File: src/design/tms_pkg.sv
// ---------------------------------------------------------------------------
// tms_pkg
// Shared widths, limits and controller/datapath interface types for the
// tactile matrix statistics block.
// ---------------------------------------------------------------------------
`default_nettype none

package tms_pkg;

  localparam int VALUE_W       = 12;
  localparam int COUNT_W       = 9;
  localparam int IDX_W         = 3;
  localparam int ACT_W         = 4;
  localparam int SUM_W         = 21;
  localparam int MEAN_W        = 20;
  localparam int MEAN_SUM_W    = 23;
  localparam int FRACTION_BITS = 8;

  localparam int MAX_CELLS     = 256;
  localparam int MAX_MATRICES  = 8;

  localparam logic [VALUE_W-1:0] VALUE_ALL_ONES = {VALUE_W{1'b1}};

  // Shared divider operand sizes.
  localparam int DIV_DIVIDEND_W = SUM_W + FRACTION_BITS;
  localparam int DIV_DIVISOR_W  = COUNT_W;
  localparam int DIV_STEPS_W    = $clog2(DIV_DIVIDEND_W);

  localparam logic KIND_MATRIX = 1'b0;
  localparam logic KIND_FRAME  = 1'b1;

  typedef struct packed {
    logic accept;     // a cell transfer is taken this cycle
    logic mat_start;  // start the matrix mean division
    logic mat_load;   // load the matrix record and close the matrix
    logic frm_start;  // start the frame mean division
    logic frm_load;   // load the frame record and close the frame
  } ctrl_cmd_t;

  typedef struct packed {
    logic div_done;   // divider finished this cycle
    logic out_free;   // output register can take a record this cycle
  } dp_status_t;

endpackage

`default_nettype wire

File: src/design/tms_div.sv
// ---------------------------------------------------------------------------
// tms_div
// Restoring divider, one quotient bit per cycle, shared by the matrix and
// frame mean computations.
// ---------------------------------------------------------------------------
`default_nettype none

module tms_div (
  input  wire logic                               clk,
  input  wire logic                               rst,
  input  wire logic                               start,
  input  wire logic [tms_pkg::DIV_DIVIDEND_W-1:0] dividend,
  input  wire logic [tms_pkg::DIV_DIVISOR_W-1:0]  divisor,
  output logic      [tms_pkg::DIV_DIVIDEND_W-1:0] quotient,
  output logic                                    done
);
  import tms_pkg::*;

  logic                        busy;
  logic [DIV_STEPS_W-1:0]      steps;
  logic [DIV_DIVISOR_W-1:0]    dsr;
  logic [DIV_DIVISOR_W-1:0]    rem;
  logic [DIV_DIVISOR_W:0]      rem_shift;
  logic [DIV_DIVISOR_W:0]      rem_diff;
  logic                        q_bit;
  logic [DIV_DIVISOR_W-1:0]    rem_next;

  always_comb begin
    rem_shift = {rem, quotient[DIV_DIVIDEND_W-1]};
    rem_diff  = rem_shift - {1'b0, dsr};
    q_bit     = rem_shift >= {1'b0, dsr};
    rem_next  = q_bit ? rem_diff[DIV_DIVISOR_W-1:0] : rem_shift[DIV_DIVISOR_W-1:0];
  end

  always_ff @(posedge clk) begin
    if (rst) begin
      busy <= 1'b0;
      done <= 1'b0;
    end else begin
      done <= 1'b0;
      if (start) begin
        busy <= 1'b1;
      end else if (busy && steps == DIV_STEPS_W'(DIV_DIVIDEND_W - 1)) begin
        busy <= 1'b0;
        done <= 1'b1;
      end
    end
  end

  // The quotient shifts in over the dividend bits as they are consumed.
  always_ff @(posedge clk) begin
    if (start) begin
      quotient <= dividend;
      dsr      <= divisor;
      rem      <= '0;
      steps    <= '0;
    end else if (busy) begin
      quotient <= {quotient[DIV_DIVIDEND_W-2:0], q_bit};
      rem      <= rem_next;
      steps    <= steps + 1'b1;
    end
  end

endmodule

`default_nettype wire

File: src/design/tms_datapath.sv
// ---------------------------------------------------------------------------
// tms_datapath
// Matrix and frame accumulators, the shared mean divider and the output
// record register.
// ---------------------------------------------------------------------------
`default_nettype none

module tms_datapath (
  input  wire logic                          clk,
  input  wire logic                          rst,
  input  wire tms_pkg::ctrl_cmd_t            cmd,
  output tms_pkg::dp_status_t                status,
  input  wire logic [tms_pkg::VALUE_W-1:0]   cell_value,
  input  wire logic                          out_ready,
  output logic                               out_valid,
  output logic                               record_kind,
  output logic      [tms_pkg::IDX_W-1:0]     matrix_index,
  output logic      [tms_pkg::COUNT_W-1:0]   active_count,
  output logic      [tms_pkg::MEAN_W-1:0]    mean_value,
  output logic      [tms_pkg::VALUE_W-1:0]   min_value,
  output logic      [tms_pkg::VALUE_W-1:0]   max_value,
  output logic                               last_of_frame
);
  import tms_pkg::*;

  logic [COUNT_W-1:0]        cell_count;
  logic [SUM_W-1:0]          cell_sum;
  logic [VALUE_W-1:0]        cell_min;
  logic [VALUE_W-1:0]        cell_max;
  logic [IDX_W-1:0]          matrix_counter;
  logic [MEAN_SUM_W-1:0]     mean_sum;
  logic [ACT_W-1:0]          active_matrices;
  logic [VALUE_W-1:0]        frame_min;
  logic [VALUE_W-1:0]        frame_max;

  logic                      div_start;
  logic [DIV_DIVIDEND_W-1:0] div_dividend;
  logic [DIV_DIVISOR_W-1:0]  div_divisor;
  logic [DIV_DIVIDEND_W-1:0] div_quotient;
  logic                      div_done;

  logic                      cell_active;
  logic                      mat_active;
  logic                      frm_active;
  logic [MEAN_W-1:0]         mean;

  assign cell_active = cell_value != '0;
  assign mat_active  = cell_count != '0;
  assign frm_active  = active_matrices != '0;
  assign mean        = div_quotient[MEAN_W-1:0];

  assign div_start = cmd.mat_start | cmd.frm_start;

  always_comb begin
    if (cmd.frm_start) begin
      div_dividend = DIV_DIVIDEND_W'(mean_sum);
      div_divisor  = DIV_DIVISOR_W'(active_matrices);
    end else begin
      div_dividend = {cell_sum, {FRACTION_BITS{1'b0}}};
      div_divisor  = cell_count;
    end
  end

  tms_div u_div (
    .clk      (clk),
    .rst      (rst),
    .start    (div_start),
    .dividend (div_dividend),
    .divisor  (div_divisor),
    .quotient (div_quotient),
    .done     (div_done)
  );

  assign status.div_done = div_done;
  assign status.out_free = !out_valid || out_ready;

  // Current matrix accumulators.
  always_ff @(posedge clk) begin
    if (rst || cmd.mat_load) begin
      cell_count <= '0;
      cell_sum   <= '0;
      cell_min   <= VALUE_ALL_ONES;
      cell_max   <= '0;
    end else if (cmd.accept && cell_active) begin
      // Past the cell limit the mean keeps the first counted cells only.
      if (cell_count < COUNT_W'(MAX_CELLS)) begin
        cell_count <= cell_count + 1'b1;
        cell_sum   <= cell_sum + SUM_W'(cell_value);
      end
      if (cell_value < cell_min) cell_min <= cell_value;
      if (cell_value > cell_max) cell_max <= cell_value;
    end
  end

  // Current frame accumulators.
  always_ff @(posedge clk) begin
    if (rst || cmd.frm_load) begin
      matrix_counter  <= '0;
      mean_sum        <= '0;
      active_matrices <= '0;
      frame_min       <= VALUE_ALL_ONES;
      frame_max       <= '0;
    end else if (cmd.mat_load) begin
      if (matrix_counter < IDX_W'(MAX_MATRICES - 1)) begin
        matrix_counter <= matrix_counter + 1'b1;
      end
      if (mat_active) begin
        if (active_matrices < ACT_W'(MAX_MATRICES)) begin
          active_matrices <= active_matrices + 1'b1;
          mean_sum        <= mean_sum + MEAN_SUM_W'(mean);
        end
        if (cell_min < frame_min) frame_min <= cell_min;
        if (cell_max > frame_max) frame_max <= cell_max;
      end
    end
  end

  // Output record register.
  always_ff @(posedge clk) begin
    if (rst) begin
      out_valid <= 1'b0;
    end else if (cmd.mat_load || cmd.frm_load) begin
      out_valid <= 1'b1;
    end else if (out_ready) begin
      out_valid <= 1'b0;
    end
  end

  always_ff @(posedge clk) begin
    if (cmd.mat_load) begin
      record_kind   <= KIND_MATRIX;
      matrix_index  <= matrix_counter;
      active_count  <= cell_count;
      mean_value    <= mat_active ? mean : '0;
      min_value     <= mat_active ? cell_min : '0;
      max_value     <= mat_active ? cell_max : '0;
      last_of_frame <= 1'b0;
    end else if (cmd.frm_load) begin
      record_kind   <= KIND_FRAME;
      matrix_index  <= '0;
      active_count  <= COUNT_W'(active_matrices);
      mean_value    <= frm_active ? mean : '0;
      min_value     <= frm_active ? frame_min : '0;
      max_value     <= frm_active ? frame_max : '0;
      last_of_frame <= 1'b1;
    end
  end

endmodule

`default_nettype wire

File: src/design/tms_ctrl.sv
// ---------------------------------------------------------------------------
// tms_ctrl
// Sequencer: takes cells, and at matrix and frame ends runs the mean
// division and hands the record to the output register.
// ---------------------------------------------------------------------------
`default_nettype none

module tms_ctrl (
  input  wire logic                 clk,
  input  wire logic                 rst,
  input  wire logic                 in_valid,
  input  wire logic                 in_eom,
  input  wire logic                 in_eof,
  output logic                      in_ready,
  input  wire tms_pkg::dp_status_t  status,
  output tms_pkg::ctrl_cmd_t        cmd
);
  import tms_pkg::*;

  localparam logic [2:0] ST_IDLE   = 3'd0;
  localparam logic [2:0] ST_MSTART = 3'd1;
  localparam logic [2:0] ST_MDIV   = 3'd2;
  localparam logic [2:0] ST_MLOAD  = 3'd3;
  localparam logic [2:0] ST_FSTART = 3'd4;
  localparam logic [2:0] ST_FDIV   = 3'd5;
  localparam logic [2:0] ST_FLOAD  = 3'd6;

  logic [2:0] state;
  logic [2:0] state_next;
  logic       eof_pending;
  logic       end_of_matrix;

  // A frame end also closes the matrix.
  assign end_of_matrix = in_eom || in_eof;
  assign in_ready      = state == ST_IDLE;

  always_comb begin
    cmd           = '0;
    cmd.accept    = in_valid && in_ready;
    cmd.mat_start = state == ST_MSTART;
    cmd.frm_start = state == ST_FSTART;
    cmd.mat_load  = state == ST_MLOAD && status.out_free;
    cmd.frm_load  = state == ST_FLOAD && status.out_free;
  end

  always_comb begin
    state_next = state;
    case (state)
      ST_IDLE: begin
        if (cmd.accept && end_of_matrix) state_next = ST_MSTART;
      end
      ST_MSTART: state_next = ST_MDIV;
      ST_MDIV: begin
        if (status.div_done) state_next = ST_MLOAD;
      end
      ST_MLOAD: begin
        if (status.out_free) state_next = eof_pending ? ST_FSTART : ST_IDLE;
      end
      ST_FSTART: state_next = ST_FDIV;
      ST_FDIV: begin
        if (status.div_done) state_next = ST_FLOAD;
      end
      ST_FLOAD: begin
        if (status.out_free) state_next = ST_IDLE;
      end
      default: state_next = ST_IDLE;
    endcase
  end

  always_ff @(posedge clk) begin
    if (rst) begin
      state       <= ST_IDLE;
      eof_pending <= 1'b0;
    end else begin
      state <= state_next;
      if (cmd.accept) eof_pending <= in_eof;
    end
  end

`ifndef ASSERT_OFF
  a_one_cmd: assert property (@(posedge clk) disable iff (rst)
    $onehot0({cmd.mat_start, cmd.mat_load, cmd.frm_start, cmd.frm_load}))
    else $error("more than one sequencer command at once");

  a_load_free: assert property (@(posedge clk) disable iff (rst)
    (cmd.mat_load || cmd.frm_load) |-> status.out_free)
    else $error("record loaded over an untaken record");

  a_frame_follows: assert property (@(posedge clk) disable iff (rst)
    (cmd.mat_load && eof_pending) |=> state == ST_FSTART)
    else $error("frame record not started after last matrix");

  a_no_accept_busy: assert property (@(posedge clk) disable iff (rst)
    cmd.mat_start |-> !cmd.accept)
    else $error("cell taken while a matrix is closing");
`endif

endmodule

`default_nettype wire

File: src/design/tactile_matrix_statistics.sv
// ---------------------------------------------------------------------------
// tactile_matrix_statistics
// Active-cell count, mean, minimum and maximum per matrix and per frame of
// a tactile sensor cell stream.
// ---------------------------------------------------------------------------
// Cells are taken one per cycle while a matrix is in progress. A transfer
// with tlast (end of matrix) or tuser (end of frame) set stops input while
// the matrix mean is divided on a one-bit-per-cycle restoring divider: the
// matrix record is then loaded into the output register and input resumes
// right after the load. At a frame end the same divider then computes the
// frame mean before the frame record is loaded and input resumes. A pending
// record waits in the output register while the next cells are taken; a new
// record is loaded only when the previous one has been transferred out, so a
// stalled receiver delays the load and the resumption of input.
// ---------------------------------------------------------------------------
`default_nettype none

module tactile_matrix_statistics (
  input  wire logic        clk,
  input  wire logic        rst,
  input  wire logic        s_axis_tvalid,
  output logic             s_axis_tready,
  input  wire logic [15:0] s_axis_tdata,   // [11:0] cell_value, [15:12] zero
  input  wire logic        s_axis_tlast,   // end_of_matrix
  input  wire logic        s_axis_tuser,   // end_of_frame
  output logic             m_axis_tvalid,
  input  wire logic        m_axis_tready,
  output logic      [55:0] m_axis_tdata,   // [2:0] matrix_index, [11:3] active_count,
                                           // [31:12] mean_value, [43:32] min_value,
                                           // [55:44] max_value
  output logic             m_axis_tlast,   // last_of_frame
  output logic             m_axis_tuser    // record_kind
);
  import tms_pkg::*;

  ctrl_cmd_t           cmd;
  dp_status_t          status;
  logic [IDX_W-1:0]    matrix_index;
  logic [COUNT_W-1:0]  active_count;
  logic [MEAN_W-1:0]   mean_value;
  logic [VALUE_W-1:0]  min_value;
  logic [VALUE_W-1:0]  max_value;

  tms_ctrl u_ctrl (
    .clk      (clk),
    .rst      (rst),
    .in_valid (s_axis_tvalid),
    .in_eom   (s_axis_tlast),
    .in_eof   (s_axis_tuser),
    .in_ready (s_axis_tready),
    .status   (status),
    .cmd      (cmd)
  );

  tms_datapath u_datapath (
    .clk           (clk),
    .rst           (rst),
    .cmd           (cmd),
    .status        (status),
    .cell_value    (s_axis_tdata[VALUE_W-1:0]),
    .out_ready     (m_axis_tready),
    .out_valid     (m_axis_tvalid),
    .record_kind   (m_axis_tuser),
    .matrix_index  (matrix_index),
    .active_count  (active_count),
    .mean_value    (mean_value),
    .min_value     (min_value),
    .max_value     (max_value),
    .last_of_frame (m_axis_tlast)
  );

  assign m_axis_tdata = {max_value, min_value, mean_value, active_count, matrix_index};

endmodule

`default_nettype wire

File: config.mk
export PLATFORM = sky130hd
export DESIGN_NAME = tactile_matrix_statistics
export DESIGN_NICKNAME = d
export VERILOG_FILES = /design/src/design/tms_pkg.sv /design/src/design/tms_div.sv /design/src/design/tms_datapath.sv /design/src/design/tms_ctrl.sv /design/src/design/tactile_matrix_statistics.sv
export SDC_FILE = /design/constraint.sdc
export NUM_CORES = 1
export LEC_CHECK = 0
export BUFFER_PORTS_ARGS = -buffer_cell sky130_fd_sc_hd__buf_2
export CELL_PAD_IN_SITES_DETAIL_PLACEMENT = 0
export CELL_PAD_IN_SITES_GLOBAL_PLACEMENT = 2
export CORE_ASPECT_RATIO = 0.7
export CORE_MARGIN = 2
export CORE_UTILIZATION = 40
export DETAILED_ROUTE_END_ITERATION = 8
export PLACE_DENSITY = 0.82
export RECOVER_POWER = 25
export SYNTH_ARGS = -nofsm -noshare
export SYNTH_HDL_FRONTEND = slang
export SYNTH_SLANG_ARGS = --single-unit
File: constraint.sdc
create_clock -name clk -period 8.2 [get_ports clk]
set_input_delay 1.64 -clock clk [delete_from_list [all_inputs] [get_ports clk]]
set_output_delay 1.64 -clock clk [all_outputs]
set_load 0.01 [all_outputs]
==> run_results.csv, run 1 <==
group,metric,value,unit
run_status,status,"finished with violations",
run_status,violations,"capacitance limit, slew limit",
synth,synth_xor_area_share,3.52,%
sta,setup_viol,0,
synth,synthAdderAreaFrac,10.4,%
critical_path,critPathLaunchType,"input port",
floorplan,dieHeight,149,µm
clocking,cts.path.max_buffers,3,
sta,min_period,5.43,ns
synth,yosys_register_bits,224,
global_routing,grt_util_all_layers,19.3,%
clocking,h-tree-depth,1,
layout,drive_gt1_share,9.09,%
sta,fin_crit_sh,66.2,%
critical_path,crit_fanout,24,
routing,via_per_inst,5.36,
clocking,hold_buffers,0,
floorplan,start_util,41.0,%
critical_path,critPathTopFamily,"simple AND/OR/NAND/NOR gates",
clocking,cts_resized,0,
sta,drv_slew,71,
power_and_ir_drop,ir_drop,0.000122,V
critical_path,crit_chain,"clkbuf_1 > nor2b_1 > nor4_1 > and3_1 > nand2_1 > or4_1 > nand3_1",
routing,dr.pass1.iters,5,
worst_hold_path,hold_class,"reg -> reg",
clocking,clockRootBuffer,"clkbuf_16",
sta,setup_tns,0,ns
global_routing,grt_start_max_net_pins,57,
critical_path,critPathRequiredTime,8.67,ns
global_routing,antenna_found_initial,0,
layout,syn_to_final_growth,13.6,%
synth,synth_compound_area_share,17.5,%
critical_path,crit_arrival,5.90,ns
synth,synthMuxAreaShare,3.65,%
synth,yosysWarnings,0,
synth,synthesis.area,11900,µm²
floorplan,io_pins,82,
critical_path,cp_slowest_stage_delay,2.27,ns
synth,ys.flop_type,"dfxtp_1",
clocking,path_clk_slew,0.06,ns
critical_path,cp_num_buf_inv,1,
synth,syn_area_per_cell,9.53,µm²
placed_design,io_buffers,77,
layout,fin_nets,1432,
sta,relSlewSlack,-104,%
sta,tightest_slew,3.03,ns
synth,synth_seq_area_share,45.4,%
sta,final-hold-violation-count,0,
floorplan,die_area,31300,µm²
routing,postRouteAntennaNets,0,
clocking,cts_tree,"done",
global_routing,grt_overflow,0,
routing,drt_wl_total,29800,µm
flow_run,cap_violations,2,
floorplan,die_x,210,µm
clocking,cts_made_buffers,25,
layout,fillerInstances,2802,
synth,synthArstFlopShare,0,%
layout,final_util,46.5,%
synth,synth_edf_count,94,
synth,synth_top_family_by_area,"compound AO/OA/AOI/OAI gates",
clocking,cts_setup_buffers,0,
layout,n_antenna_cell,0,
critical_path,slowest_stage,"nor4_1",
sta,rsz0062_at_grt,"no",
clocking,clock_latency,0.53,ns
floorplan,core.rowCount,52,
synth,yosysUniqueCellTypes,63,
floorplan,core,29100,µm²
placed_design,dpl.hpwl,21000,µm
sta,timing.fmax,184,MHz
clocking,clkSinkCount,224,
routing,drc,0,
routing,initialDrtViolationCount,653,
routing,routedWlPerCell,17.4,µm
placed_design,gp_congestion,0.820,
critical_path,worstSetupEndpointType,"register",
global_routing,grt_first_pass_wirelength,48100,µm
routing,dr_total_vias,9163,
synth,syn_inst,1252,
power_and_ir_drop,leakage,5.37,nW
synth,synth-simple-area-share,15.0,%
sta,clock_skew,0.0135,ns
power_and_ir_drop,power.density,235,nW/µm²
global_routing,grt_pass1_vias,8660,
synth,syn_nets,1371,
critical_path,path_class,"in -> reg",
## power by group
part           total (mW)  switching [mW]  internal (mW)
Sequential           1.34          0.0809           1.26
Combinational       0.622           0.358          0.264
Clock                1.22           0.475          0.747
## path summary, 6_finish.rpt
path                                        start                                   end  slack (ns)  cells past startpoint
max                                 m_axis_tready  u_datapath.mean_sum[18]$_SDFFE_PP0P_        2.77                      7
min          u_datapath.u_div.rem[8]$_SDFFE_PN0P_  u_datapath.u_div.rem[8]$_SDFFE_PN0P_        0.47                      2
max reg2reg          u_ctrl.state[0]$_SDFFE_PP0P_  u_datapath.mean_sum[18]$_SDFFE_PP0P_        2.99                      6
min reg2reg  u_datapath.u_div.rem[8]$_SDFFE_PN0P_  u_datapath.u_div.rem[8]$_SDFFE_PN0P_        0.47                      2
## stage by stage
step | cell area (µm²) | worst slack (ns) | cells | power, mW | hold slack [ns]
detailed placement | 12700 | 3.83 | 1664 | 1.99 | 0.463
finish | 13600 | 2.77 | 1709 | 3.19 | 0.469
floorplan | 11900 | 3.51 | 1252 | 1.82 | 0.427
global placement | 12700 | 3.87 | 1664 | 1.98 | 0.442
CTS | 13600 | 4.39 | 1709 | 3.23 | 0.478
global route | 13600 | 2.15 | 1709 | 3.36 | 0.498
## tightest hold or removal path, delay by kind of cell (launching register included)
kind	cells	cell delay, ns
flip-flops	1	0.33
AO/OA/AOI/OAI	1	0.06
AND/OR/NAND/NOR	1	0.05
## placed cells by master (no fill, tap or decap), drive strengths merged, types with 25 or more instances in the layout
cell | netlist | layout
mux2i | 39 | 39
o211ai | 29 | 29
ha | 94 | 94
dfxtp | 130 | 130
clkbuf | 52 | 56
buf | 11 | 67
inv | 78 | 79
o21ai | 66 | 66
nand2 | 135 | 135
nor2 | 87 | 87
nand3 | 34 | 34
and2 | 30 | 30
a21oi | 92 | 92
edfxtp | 94 | 94
xor2 | 25 | 25
a22o | 39 | 39
## area by class of cell
| type | count | area [µm²] | share of cell area [%] |
|---|---|---|---|
| Clock buffer | 26 | 629 | 4.64 |
| Clock inverter | 19 | 255 | 1.88 |
| Inverter | 79 | 297 | 2.19 |
| Sequential cell | 224 | 5430 | 40.0 |
| Multi-Input combinational cell | 886 | 5990 | 44.1 |
| Timing Repair Buffer | 97 | 493 | 3.64 |
| Tap cell | 378 | 473 | 3.49 |
## metal layers
| layer | up-vias | wire [µm] | global-route usage (%) |
|---|---|---|---|
| li1 | 4665 | - | - |
| met1 | 4343 | 16700 | 30.7 |
| met2 | 131 | 11700 | 27.6 |
| met3 | 24 | 937 | 2.74 |
| met4 | 0 | 406 | 3.59 |
| met5 | - | 0 | 0 |
## cell families (layout without fill, tap and decap cells)
kind of cell / Yosys count / count (layout)
flops: 224 / 224
mux: 43 / 43
simple gates: 378 / 378
fa+ha+maj: 97 / 97
buf+inv: 142 / 221
compound gates: 320 / 320
xor+xnor: 48 / 48
## cell usage after synthesis, types with 20 or more instances
master / instances / area, µm²
a21oi_1: 91 / 455
a22o_1: 39 / 342
and2_1: 30 / 188
clkbuf_1: 52 / 195
dfxtp_1: 130 / 2600
edfxtp_1: 94 / 2820
ha_1: 94 / 1180
inv_1: 78 / 293
mux2i_1: 39 / 390
nand2_1: 135 / 507
nand3_1: 34 / 170
nand4_1: 20 / 125
nor2_1: 87 / 327
o211ai_1: 29 / 218
o21ai_0: 66 / 330
xnor2_1: 23 / 201
xor2_1: 25 / 219
## flip-flops by register name, summed over array words and instances, names as in the netlist, 3 cells and up
name,cells
u_datapath.u_div.quotient,29
u_datapath.mean_sum,23
u_datapath.cell_sum,21
u_datapath.mean_value,20
u_datapath.cell_max,12
u_datapath.cell_min,12
u_datapath.frame_max,12
u_datapath.frame_min,12
u_datapath.max_value,12
u_datapath.min_value,12
u_datapath.active_count,9
u_datapath.cell_count,9
u_datapath.u_div.dsr,9
u_datapath.u_div.rem,9
u_datapath.u_div.steps,5
u_datapath.active_matrices,4
u_ctrl.state,3
u_datapath.matrix_counter,3
u_datapath.matrix_index,3
No activity file was read; power rests on OpenSTA's default activity.
==> inputs of run 2 (changes only) <==
CORE_UTILIZATION = 39   (was 40)
PLACE_DENSITY = 0.8   (was 0.82)
clock period = 5.5 ns   (was 8.2 ns; I/O delays follow)
==> run 2 against run 1 <==
Sequential power rose by 49%. Clock skew shrank 0.0043 ns. Die area grew 2.5%. Hold slack worse by 0.0081 ns. Final cell count is 1.9% higher. Critical endpoint is now u_datapath.u_div.quotient[10]$_DFFE_PP_. Total power up 43%. Critical path depth unchanged. Largest power group unchanged. Cell area decreased by 0.38%. Non-clock buffer count unchanged. The flow still finishes with violations (capacitance limit, slew limit). Via count increased by 0.69%. Clock power rose by 34%.
==> run_results.csv, run 2 (synthesized netlist as in run 1, its figures left out) <==
group,metric,value,unit
layout,fin_nets,1431,
sta,rsz0062_at_grt,"no",
layout,drive_gt1_share,7.89,%
critical_path,cp_slowest_stage_delay,0.64,ns
layout,reg_top3,"u_datapath.u_div.quotient: 29 flops, u_datapath.mean_sum: 23 flops, u_datapath.cell_sum: 21 flops",
placed_design,io_buffers,77,
floorplan,die_x,213,µm
clocking,cts_tree,"done",
run_status,violations,"capacitance limit, slew limit",
placed_design,dp_cells,1698,
clocking,cts.path.max_buffers,3,
sta,setup_viol,0,
critical_path,slowest_stage,"nor2_1",
critical_path,crit_fanout,18,
global_routing,grt_overflow,0,
floorplan,start_util,39.7,%
floorplan,die_area,32000,µm²
layout,stdcell_count,1742,
power_and_ir_drop,power.density,337,nW/µm²
sta,final-hold-violation-count,0,
placed_design,dpl.hpwl,21300,µm
clocking,hold_buffers,0,
layout,final_util,45.0,%
power_and_ir_drop,p_clk_share,35.7,%
global_routing,grt_pass1_vias,8645,
global_routing,antenna_found_initial,1,
routing,dr_total_vias,9226,
layout,largest_reg_flops,29,
power_and_ir_drop,p_int,3.20,mW
floorplan,core,30000,µm²
sta,relSlewSlack,-38.8,%
layout,final_common_cell,"nand2_1",
floorplan,core.rowCount,53,
routing,drt_wl_total,29800,µm
critical_path,rrSetupSlack,1.90,ns
clocking,clkSinkCount,224,
global_routing,grt_util_all_layers,18.9,%
power_and_ir_drop,power.total,4.55,mW
critical_path,cp_num_cells,7,
critical_path,crit_end,"u_datapath.u_div.quotient[10]$_DFFE_PP_",
routing,postRouteAntennaNets,0,
critical_path,path_class,"reg -> reg",
power_and_ir_drop,leakage,5.30,nW
critical_path,critPathTopFamily,"buffers and inverters",
routing,routedWlPerCell,17.1,µm
routing,drc,0,
sta,fin_hold_ws,0.461,ns
flow_run,cap_violations,1,
critical_path,critPathRequiredTime,5.77,ns
global_routing,grt_first_pass_wirelength,47900,µm
sta,drv_slew,46,
layout,fillerInstances,2958,
layout,regMostFlops,"u_datapath.u_div.quotient",
critical_path,r2r-start,"u_ctrl.state[0]$_SDFFE_PP0P_",
power_and_ir_drop,switchingPower,1.36,mW
routing,dr.pass1.iters,5,
clocking,cts_made_buffers,24,
power_and_ir_drop,ir_drop,0.000181,V
worst_hold_path,min-delay-start,"u_datapath.u_div.rem[8]$_SDFFE_PN0P_",
critical_path,crit_arrival,3.87,ns
critical_path,rr_worst_depth,7,
worst_hold_path,hold_class,"reg -> reg",
clocking,cts_setup_buffers,0,
layout,layout_common_cells,"nand2_1, dfxtp_1, ha_1, edfxtp_1, a21oi_1",
critical_path,critPathLaunchType,"register",
clocking,cts_resized,0,
critical_path,crit_chain,"inv_1 > and3_1 > nor2_1 > clkinv_1 > nor2_1 > inv_1 > buf_4",
sta,setup_tns,0,ns
sta,fin_crit_sh,65.4,%
sta,tightest_slew,2.08,ns
floorplan,io_pins,82,
layout,syn_to_final_growth,13.1,%
critical_path,reg2reg_to,"u_datapath.u_div.quotient[10]$_DFFE_PP_",
sta,timing.fmax,278,MHz
power_and_ir_drop,pwr-share-seq,43.9,%
critical_path,cp-startpoint,"u_ctrl.state[0]$_SDFFE_PP0P_",
sta,clock_skew,0.00920,ns
power_and_ir_drop,swShare,29.8,%
critical_path,worstSetupEndpointType,"register",
clocking,path_clk_slew,0.07,ns
clocking,h-tree-depth,1,
floorplan,dieHeight,150,µm
clocking,clockRootBuffer,"clkbuf_16",
layout,n_antenna_cell,0,
global_routing,grt_start_max_net_pins,46,
routing,initialDrtViolationCount,505,
layout,multi_input_area,6000,µm²
clocking,clock_latency,0.53,ns
layout,seqCellArea,5430,µm²
routing,via_per_inst,5.30,
placed_design,gp_congestion,0.824,
power_and_ir_drop,comb_power_share,20.3,%
sta,min_period,3.60,ns
critical_path,cp_num_buf_inv,4,
run_status,status,"finished with violations",
-- run 2: power by group through the flow --
| stage | Combinational (mW) | Clock (mW) | Sequential (mW) |
|---|---|---|---|
| 2_1_floorplan | 0.714 | 0 | 2.00 |
| 3_3_place_gp | 0.917 | 0 | 2.04 |
| 3_5_place_dp | 0.924 | 0 | 2.04 |
| 4_1_cts | 0.932 | 1.67 | 2.00 |
| 5_1_grt | 1.05 | 1.74 | 2.02 |
| 6_report | 0.926 | 1.63 | 2.00 |
-- run 2: how the worst min path moves through the flow --
stage                                            to  depth (start not counted)
6_report       u_datapath.u_div.rem[8]$_SDFFE_PN0P_                          2
4_1_cts        u_datapath.u_div.rem[8]$_SDFFE_PN0P_                          2
3_3_place_gp   u_datapath.u_div.rem[8]$_SDFFE_PN0P_                          2
2_1_floorplan  u_datapath.u_div.rem[8]$_SDFFE_PN0P_                          2
5_1_grt        u_datapath.u_div.rem[8]$_SDFFE_PN0P_                          2
3_5_place_dp   u_datapath.u_div.rem[8]$_SDFFE_PN0P_                          2
-- run 2: per-stage QoR --
step | setup WS, ns | cell area, µm²
floorplan | 1.35 | 11900
global placement | 1.78 | 12800
detailed placement | 1.78 | 12800
CTS | 1.85 | 13600
global route | 1.46 | 13500
finish | 1.90 | 13500
-- run 2: area by class of cell --
type                            instances  share of cell area [%]
Sequential cell                       224                    40.2
Multi-Input combinational cell        886                    44.4
Clock buffer                           31                    5.27
Clock inverter                         13                   0.639
Timing Repair Buffer                   97                    3.48
Tap cell                              412                    3.82
Inverter                               79                    2.20
-- run 2: tightest hold or removal path: cells and delay by family, from the launching register on --
family	cells	cell delay, ns
DFF	1	0.33
AOI/OAI and AO/OA	1	0.06
and+or+nand+nor	1	0.04
-- run 2: routing by layer --
layer	GRT usage [%]	up-vias	part of all wire, %
li1	-	4657	-
met3	2.73	30	3.9
met2	26.7	148	39
met4	3.25	0	1.3
met1	30.4	4391	56
met5	0	-	0
==> inputs of run 3 (changes only) <==
clock period = 3.6 ns   (was 5.5 ns; I/O delays follow)
==> run 3 against run 2 <==
Highest routed layer unchanged. Cell area up 0.95%. The run now ends clean. Total power increased by 58%. Largest cell class unchanged. Global-route usage is 0.62 points higher. Via count about the same. First-iteration DRC count is 10% higher. Critical endpoint is now u_datapath.mean_sum[19]$_SDFFE_PP0P_.
==> run_results.csv, run 3 (synthesized netlist as in run 1, its figures left out) <==
group,metric,value,unit
floorplan,core.rowCount,53,
routing,dr.pass1.iters,5,
layout,reg_top3,"u_datapath.u_div.quotient: 29 flops, u_datapath.mean_sum: 23 flops, u_datapath.cell_sum: 21 flops",
critical_path,worstSetupEndpointType,"register",
clocking,h-tree-depth,1,
power_and_ir_drop,p_int,5.08,mW
critical_path,path_class,"reg -> reg",
clocking,cts_made_buffers,25,
layout,final_common_cell,"nand2_1",
layout,syn_to_final_growth,14.2,%
critical_path,cp-startpoint,"u_datapath.u_div.quotient[1]$_DFFE_PP_",
sta,relSlewSlack,38.6,%
sta,tightest_slew,0.921,ns
clocking,cts_tree,"done",
layout,regMostFlops,"u_datapath.u_div.quotient",
clocking,cts_setup_buffers,0,
placed_design,io_buffers,77,
clocking,hold_buffers,0,
floorplan,start_util,39.7,%
routing,via_per_inst,5.25,
floorplan,core,30000,µm²
global_routing,grt_first_pass_wirelength,49200,µm
layout,largest_reg_flops,29,
clocking,cts.path.max_buffers,3,
clocking,path_clk_slew,0.07,ns
power_and_ir_drop,p_clk_share,37.4,%
power_and_ir_drop,switchingPower,2.10,mW
power_and_ir_drop,pwr-share-seq,42.5,%
power_and_ir_drop,comb_power_share,20.0,%
layout,fin_nets,1446,
layout,drive_gt1_share,7.43,%
floorplan,die_area,32000,µm²
critical_path,rr_worst_depth,8,
clocking,cts_resized,0,
floorplan,io_pins,82,
global_routing,antenna_found_initial,1,
routing,drc,0,
sta,setup_tns,0,ns
placed_design,dpl.hpwl,21700,µm
clocking,clkSinkCount,224,
sta,min_period,2.83,ns
layout,n_antenna_cell,0,
routing,initialDrtViolationCount,556,
clocking,clock_latency,0.55,ns
routing,drt_wl_total,30300,µm
routing,routedWlPerCell,17.2,µm
sta,timing.fmax,353,MHz
routing,dr_total_vias,9234,
floorplan,die_x,213,µm
layout,final_util,45.4,%
worst_hold_path,hold_class,"in -> reg",
clocking,clockRootBuffer,"clkbuf_16",
routing,postRouteAntennaNets,0,
power_and_ir_drop,swShare,29.2,%
critical_path,r2r-start,"u_datapath.u_div.quotient[1]$_DFFE_PP_",
power_and_ir_drop,ir_drop,0.000315,V
global_routing,grt_pass1_vias,8724,
power_and_ir_drop,leakage,5.34,nW
critical_path,critPathLaunchType,"register",
global_routing,grt_overflow,0,
layout,layout_common_cells,"nand2_1, dfxtp_1, ha_1, edfxtp_1, a21oi_1",
placed_design,gp_congestion,0.797,
run_status,status,"finished, final reports clean",
sta,setup_viol,0,
global_routing,grt_util_all_layers,19.6,%
sta,drv_slew,0,
critical_path,crit_arrival,3.27,ns
floorplan,dieHeight,150,µm
sta,clock_skew,0.0216,ns
power_and_ir_drop,power.density,527,nW/µm²
sta,final-hold-violation-count,0,
worst_hold_path,min-delay-start,"s_axis_tuser",
sta,fin_crit_sh,78.7,%
critical_path,crit_fanout,3,
worst_hold_path,worstHoldPathCells,3,
sta,rsz0062_at_grt,"no",
flow_run,cap_violations,0,
critical_path,critPathRequiredTime,4.04,ns
global_routing,grt_start_max_net_pins,46,
-- run 3: cell type report --
type,count,area (µm²)
multi-input combinational,886,5980
timing repair buffer,111,566
inverter,79,297
sequential,224,5430
tap,412,515
fill,2940,16400
clock buffer,31,658
clock inverter,15,191
-- run 3: metrics by stage --
stage / setup WS, ns / hold slack [ns] / power, mW / instance area (µm²) / cells
after floorplan: 0.569 / 0.427 / 4.14 / 11900 / 1252
after global placement: 0.550 / 0.447 / 4.54 / 12900 / 1712
after detailed placement: 0.546 / 0.456 / 4.55 / 12900 / 1712
after CTS: 0.817 / 0.429 / 7.26 / 13700 / 1758
after global routing: 0.565 / 0.460 / 7.60 / 13600 / 1758
final: 0.766 / 0.452 / 7.18 / 13600 / 1758
-- run 3: worst paths after layout --
check,to,slack (ns)
min reg2reg,u_datapath.u_div.rem[8]$_SDFFE_PN0P_,0.47
min,u_ctrl.eof_pending$_SDFFE_PP0P_,0.45
max reg2reg,u_datapath.mean_sum[19]$_SDFFE_PP0P_,0.77
max,u_datapath.mean_sum[19]$_SDFFE_PP0P_,0.77
-- run 3: power groups by stage --
stage               combinational, mW  clock (mW)  sequential [mW]
detailed placement               1.45           0             3.11
finish                           1.44        2.69             3.06
floorplan                        1.09           0             3.05
CTS                              1.45        2.75             3.06
global placement                 1.43           0             3.11
global route                     1.65        2.86             3.08
-- run 3: worst max-delay path, cell delays in order, from the launching register on --
cell       delay, ns
edfxtp_1        0.43
ha_1            0.30
a21oi_1         0.08
nand4b_1        0.26
a21oi_1         0.27
o21ai_0         0.26
a2111oi_0       0.73
mux2i_1         0.16
a211o_1         0.24
-- run 3: layer usage --
layer / vias up / GRT usage [%] / part of all wire [%]
li1: 4671 / - / -
met1: 4389 / 31.6 / 56
met2: 140 / 27.0 / 39
met3: 34 / 2.67 / 3.7
met4: 0 / 4.16 / 1.8
met5: - / 0 / 0
